**config.mk**
```make
export PLATFORM = sky130hd
export DESIGN_NAME = ptuv_div
export DESIGN_NICKNAME = d
export VERILOG_FILES = /design/src/sv/ptuv_pkg.sv /design/src/sv/ptuv_div.sv
export SDC_FILE = /design/constraint.sdc
export NUM_CORES = 1
export LEC_CHECK = 0
export BUFFER_PORTS_ARGS = -buffer_cell sky130_fd_sc_hd__buf_2
export CAP_MARGIN = 20
export CORE_ASPECT_RATIO = 1.1
export CORE_MARGIN = 4
export CORE_UTILIZATION = 35
export DETAILED_ROUTE_END_ITERATION = 10
export GPL_TIMING_DRIVEN = 0
export HOLD_SLACK_MARGIN = 0.05
export MAX_ROUTING_LAYER = met4
export SLEW_MARGIN = 20
export SYNTH_ARGS = -nofsm -noshare
export SYNTH_HDL_FRONTEND = slang
export SYNTH_SLANG_ARGS = --single-unit
export TNS_END_PERCENT = 30
```
**constraint.sdc**
```tcl
create_clock -name clock -period 5.3 [get_ports clock]
set_clock_uncertainty 0.1 [all_clocks]
set_input_delay 0.265 -clock clock [delete_from_list [all_inputs] [get_ports clock]]
set_output_delay 0.265 -clock clock [all_outputs]
set_load 0.01 [all_outputs]
```
**src/sv/ptuv_pkg.sv**
```systemverilog
// ptuv_pkg: shared types and constants of the projected triangle uv hit unit
// depends on nothing; imported by ptuv_div and projected_triangle_uv_hit_unit

package ptuv_pkg;

   // word width of every Q-format field
   localparam int VAL_W  = 32;
   // wide datapath: covers the largest numerator (three 68 x 32 bit products)
   localparam int AW     = 104;
   // shared multiplier operand and product widths
   localparam int MUL_W  = 33;
   localparam int PROD_W = 66;

   // item modes
   localparam logic MODE_MATRIX = 1'b0;
   localparam logic MODE_VERTEX = 1'b1;

   // matrix row codes
   localparam logic [1:0] ROW_X = 2'd0;
   localparam logic [1:0] ROW_Y = 2'd1;
   localparam logic [1:0] ROW_W = 2'd2;

   // result status codes
   localparam logic [1:0] STATUS_MISS    = 2'd0;
   localparam logic [1:0] STATUS_HIT     = 2'd1;
   localparam logic [1:0] STATUS_DEGEN   = 2'd2;
   localparam logic [1:0] STATUS_OUTSIDE = 2'd3;

   // register indexes
   localparam logic [1:0] CSR_QUERY_X = 2'd0;
   localparam logic [1:0] CSR_QUERY_Y = 2'd1;

   typedef struct packed {
      logic              mode;
      logic [1:0]        row;
      logic signed [31:0] value_a;
      logic signed [31:0] value_b;
      logic signed [31:0] value_c;
      logic signed [31:0] value_d;
      logic signed [31:0] tex_u;
      logic signed [31:0] tex_v;
   } req_payload_type;

   typedef struct packed {
      logic [1:0]         status;
      logic signed [31:0] out_u;
      logic signed [31:0] out_v;
   } rsp_payload_type;

endpackage

```
**src/sv/ptuv_div.sv**
```systemverilog
// ptuv_div: signed restoring divider, one quotient bit per cycle, 32-bit saturated result
// depends on ptuv_pkg

module ptuv_div import ptuv_pkg::*; (
   input  logic                 clock,
   input  logic                 reset,
   input  logic                 start,
   input  logic signed [AW-1:0] num,
   input  logic signed [AW-1:0] den,
   output logic                 busy,
   output logic                 done,
   output logic signed [VAL_W-1:0] quot
);

   localparam int CW = $clog2(AW + 1);

   logic          run_ff, run_in;
   logic          done_ff, done_in;
   logic [CW-1:0] cnt_ff, cnt_in;

   logic [AW-1:0]  un_ff, ud_ff, rem_ff;
   logic [VAL_W:0] q_ff;
   logic           ovf_ff, neg_ff, zero_ff;

   logic [AW-1:0] num_mag, den_mag;
   logic [AW:0]   rem_sh, rem_sub;
   logic          fits;
   logic          pos_big, neg_big;

   // operand magnitudes
   assign num_mag = num[AW-1] ? AW'(-num) : AW'(num);
   assign den_mag = den[AW-1] ? AW'(-den) : AW'(den);

   // one restoring step
   assign rem_sh  = {rem_ff, un_ff[AW-1]};
   assign fits    = rem_sh >= {1'b0, ud_ff};
   assign rem_sub = rem_sh - {1'b0, ud_ff};

   // iteration control
   always_comb begin
      run_in  = run_ff;
      done_in = 1'b0;
      cnt_in  = cnt_ff;
      if (start) begin
         run_in = 1'b1;
         cnt_in = CW'(AW);
      end else if (run_ff) begin
         cnt_in = cnt_ff - CW'(1);
         if (cnt_ff == CW'(1)) begin
            run_in  = 1'b0;
            done_in = 1'b1;
         end
      end
   end

   always_ff @(posedge clock) begin
      if (reset) begin
         run_ff  <= 1'b0;
         done_ff <= 1'b0;
         cnt_ff  <= '0;
      end else begin
         run_ff  <= run_in;
         done_ff <= done_in;
         cnt_ff  <= cnt_in;
      end
   end

   // magnitude datapath
   always_ff @(posedge clock) begin
      if (start) begin
         un_ff   <= num_mag;
         ud_ff   <= den_mag;
         rem_ff  <= '0;
         q_ff    <= '0;
         ovf_ff  <= 1'b0;
         neg_ff  <= num[AW-1] ^ den[AW-1];
         zero_ff <= (den == '0);
      end else if (run_ff) begin
         un_ff  <= un_ff << 1;
         rem_ff <= fits ? rem_sub[AW-1:0] : rem_sh[AW-1:0];
         q_ff   <= {q_ff[VAL_W-1:0], fits};
         ovf_ff <= ovf_ff | q_ff[VAL_W];
      end
   end

   // sign and saturation
   assign pos_big = ovf_ff | q_ff[VAL_W] | q_ff[VAL_W-1];
   assign neg_big = ovf_ff | q_ff[VAL_W] | (q_ff[VAL_W-1] & (|q_ff[VAL_W-2:0]));

   always_comb begin
      if (zero_ff)
         quot = '0;
      else if (neg_ff)
         quot = neg_big ? $signed({1'b1, {(VAL_W-1){1'b0}}}) : $signed(-q_ff[VAL_W-1:0]);
      else
         quot = pos_big ? $signed({1'b0, {(VAL_W-1){1'b1}}}) : $signed(q_ff[VAL_W-1:0]);
   end

   assign busy = run_ff;
   assign done = done_ff;

endmodule

```
==> out/metrics.yaml <==
synth:
  synth_top_cell_area_share_pct: 24.44
  synthTopCellsByArea: "edfxtp_1, dfxtp_1, xnor2_1, a21oi_1, nor2_1"
  avgSynthCellArea_sq_um: 8.309
  syn_area_sq_mm: 0.02581
  yosysSeqAreaShare_pct: 35.84
  synth-edff-count: 210
  syn_inst: 3106
  yosys_warnings: 0
  yosys.cell_types.count: 80
  synth_common_cells: "nor2_1, nand2_1, a21oi_1"
  async_flop_share_pct: 0
  synthFlopType: "edfxtp_1"
  synth_most_common_cell: "nor2_1"
  ys_seq_elements: 357
  synth_top_cell_by_area: "edfxtp_1"
  synth_fp_nets: 3427
final_layout:
  drive_gt1_share_pct: 11.63
  fin_cells: 4655
  fillerInstances: 7332
  post-route-util_pct: 44.68
  nets: 3975
  multi_input_area_sq_mm: 0.01557
  seqCellArea_sq_mm: 0.009254
  finalInstanceArea_sq_mm: 0.03267
  area_growth_pct: 26.60
detailed_routing:
  wl_um: 90460
  drtIter0Drc: 2023
  vias: 25520
  routedLengthMet1_um: 39320
  via_per_inst: 5.482
  dr.pass1.iters: 5
  routed.top_layer: "met4"
  wl_met3_um: 5183
  wl_met2_um: 43660
  avgRoutedWirePerCell_um: 19.43
  drc: 0
  ant_nets: 0
cts:
  cts_tree: "yes"
  numCtsBuffers: 44
  cts_root_buf: "clkbuf_16"
  cts_max_level: 2
  worstSkewPairLatency_ps: 600
  clock_path_buffers: 3
  clkSinkCount: 357
  clk_pin_slew_ps: 60
worst_setup_path:
  slowest_stage: "or4_4"
  crit_top_cell: "or4_4"
  critPathBufInv: 3
  crit_path_end_kind: "output port"
  cp.required_ps: 4930
  crit_family: "simple AND/OR/NAND/NOR gates"
  r2r_start: "rem_ff[11]"
  path_max_fanout: 10
  startpoint_type: "flop"
  critPathKind: "flop to output port"
  critPathLaunch: "q_ff[1]"
  slowest_delay_ps: 500
  cp.arrival_ps: 4820
  crit_chain: "inv_2 > ha_4 > nand2_2 > or3_4 > nand2b_4 > or4_4 > or4_4 > or4_4 > or3_4 > o41ai_2 > a21oi_1 > or2_4 > buf_12 > a311oi_4 > buf_2"
floorplanning:
  rows: 104
  fp.dieH_um: 292.8
  initial_core_util_pct: 35.29
  dieArea_sq_mm: 0.07815
  coreArea_sq_mm: 0.07313
  die_x_um: 266.9
  ios: 245
timing:
  post-route-period-util_pct: 97.87
  grt_setup_unrepaired: "yes"
  worst_pin_slew_ps: 1101
  finalSetupTns_ps: 0
  slew_headroom_pct: 26.62
  slew_viol_final: 0
  finalHoldViolCount: 0
  max_freq_ghz: 0.1928
  fin_crit_ps: 5187
  setup_viol: 0
power:
  p_leak_nw: 12.67
  peakVddDrop_v: 0.0001567
  p_per_area_mw_per_mm2: 282.3
  power_mw: 9.223
placed_design:
  io_buffers: 242
  place_inst: 4305
  place_congestion: 0.9497
  placed_cell_area_sq_mm: 0.02830
  dp_hpwl_um: 67430
status:
  status: "completed"
global_routing:
  grt_antenna_before_repair: 11
  grt_pass1_vias: 24910
  grt_pass1_wl_um: 140100
  grt_overflow_total: 0
  grt_usage_pct: 22.96
  grt_start_max_net_pins: 60
hold_path:
  min-delay-start: "num[17]"
  hold_class: "input pin to flop"
run:
  drv_cap: 0
==> power by group <==
| part | internal (mW) | switching (mW) |
|---|---|---|
| Sequential | 3.24 | 0.120 |
| Combinational | 1.09 | 1.73 |
| Clock | 1.73 | 1.30 |
==> cells in the final DEF, fill, tap and decap left out, types with 58 or more instances in the layout <==
| cell | synthesis | layout |
|---|---|---|
| a21oi_1 | 281 | 280 |
| a311oi_1 | 75 | 64 |
| buf_2 | 4 | 244 |
| clkbuf_1 | 180 | 181 |
| dfxtp_1 | 147 | 145 |
| dlygate4sd3_1 | 0 | 250 |
| edfxtp_1 | 210 | 210 |
| ha_1 | 109 | 108 |
| inv_1 | 154 | 152 |
| nand2_1 | 314 | 312 |
| nand4_1 | 58 | 58 |
| nor2_1 | 367 | 365 |
| nor3_1 | 81 | 78 |
| o21ai_0 | 145 | 145 |
| o31ai_1 | 72 | 71 |
| xnor2_1 | 168 | 168 |
| xor2_1 | 133 | 133 |
==> worst reg2reg max path, cell delays in order (launching register included) <==
cell,delay [ps]
dfxtp_1,390
ha_1,250
clkbuf_1,190
a21oi_1,310
o21ai_0,160
a221oi_1,260
nor2_1,80
a211oi_2,510
o41ai_4,200
a41o_1,380
a21oi_2,380
o41a_1,320
clkbuf_2,510
clkbuf_1,460
nand2_1,100
a311oi_1,290
==> layer usage <==
metal,vias up,track usage [%]
met2,793,38.81
met5,-,-
met4,0,6.186
met3,140,2.839
met1,12160,29.14
li1,12430,-
==> path summary, 6_finish.rpt <==
path / endpoint / slack (ps) / cells after the start
hold reg to reg: rem_ff[14] / 390 / 2
setup reg to reg: rem_ff[9] / 300 / 15
hold / removal: un_ff[17] / 80 / 3
setup / recovery: quot[9] / 110 / 15
==> layout make-up <==
type	instances	area share [%]
multi-input combinational	2400	47.64
sequential	357	28.32
timing repair buffer	503	11.78
tap	954	3.653
clock buffer	60	3.615
buffer	194	2.370
inverter	154	1.769
clock inverter	22	0.7582
antenna	11	0.08425
==> kinds of logic (layout without fill, tap and decap cells) <==
group	Yosys count	after routing	synth area share, %
compound gates	863	863	21.79
buf+inv	349	933	5.100
flops	357	357	35.84
xor+xnor	301	301	10.22
fa+ha+maj	110	110	5.362
simple gates	1065	1065	19.29
mux	61	61	2.400
other cells	0	11	0
==> what timing repair did <==
item,CTS,global route
hold buffers,250,0
buffers inserted,0,8
gates resized for setup,37,44
hold endpoints to repair,235,0
setup endpoints to repair,127,105
pin swaps,3,8
==> flip-flops by register name, indices dropped and copies added, names as in the netlist <==
signal   cells
rem_ff     104
ud_ff      104
un_ff      104
q_ff        33
cnt_ff       7
busy         1
done         1
neg_ff       1
ovf_ff       1
zero_ff      1
==> per-stage QoR <==
step	setup slack (ps)	hold WS (ps)
floorplan	849.7	263.9
global placement	-1671	374.7
detailed placement	-929.4	383.6
CTS	-42.28	56.50
global route	-45.95	104.4
finish	112.9	82.51
No activity file was read; power rests on OpenSTA's default activity.
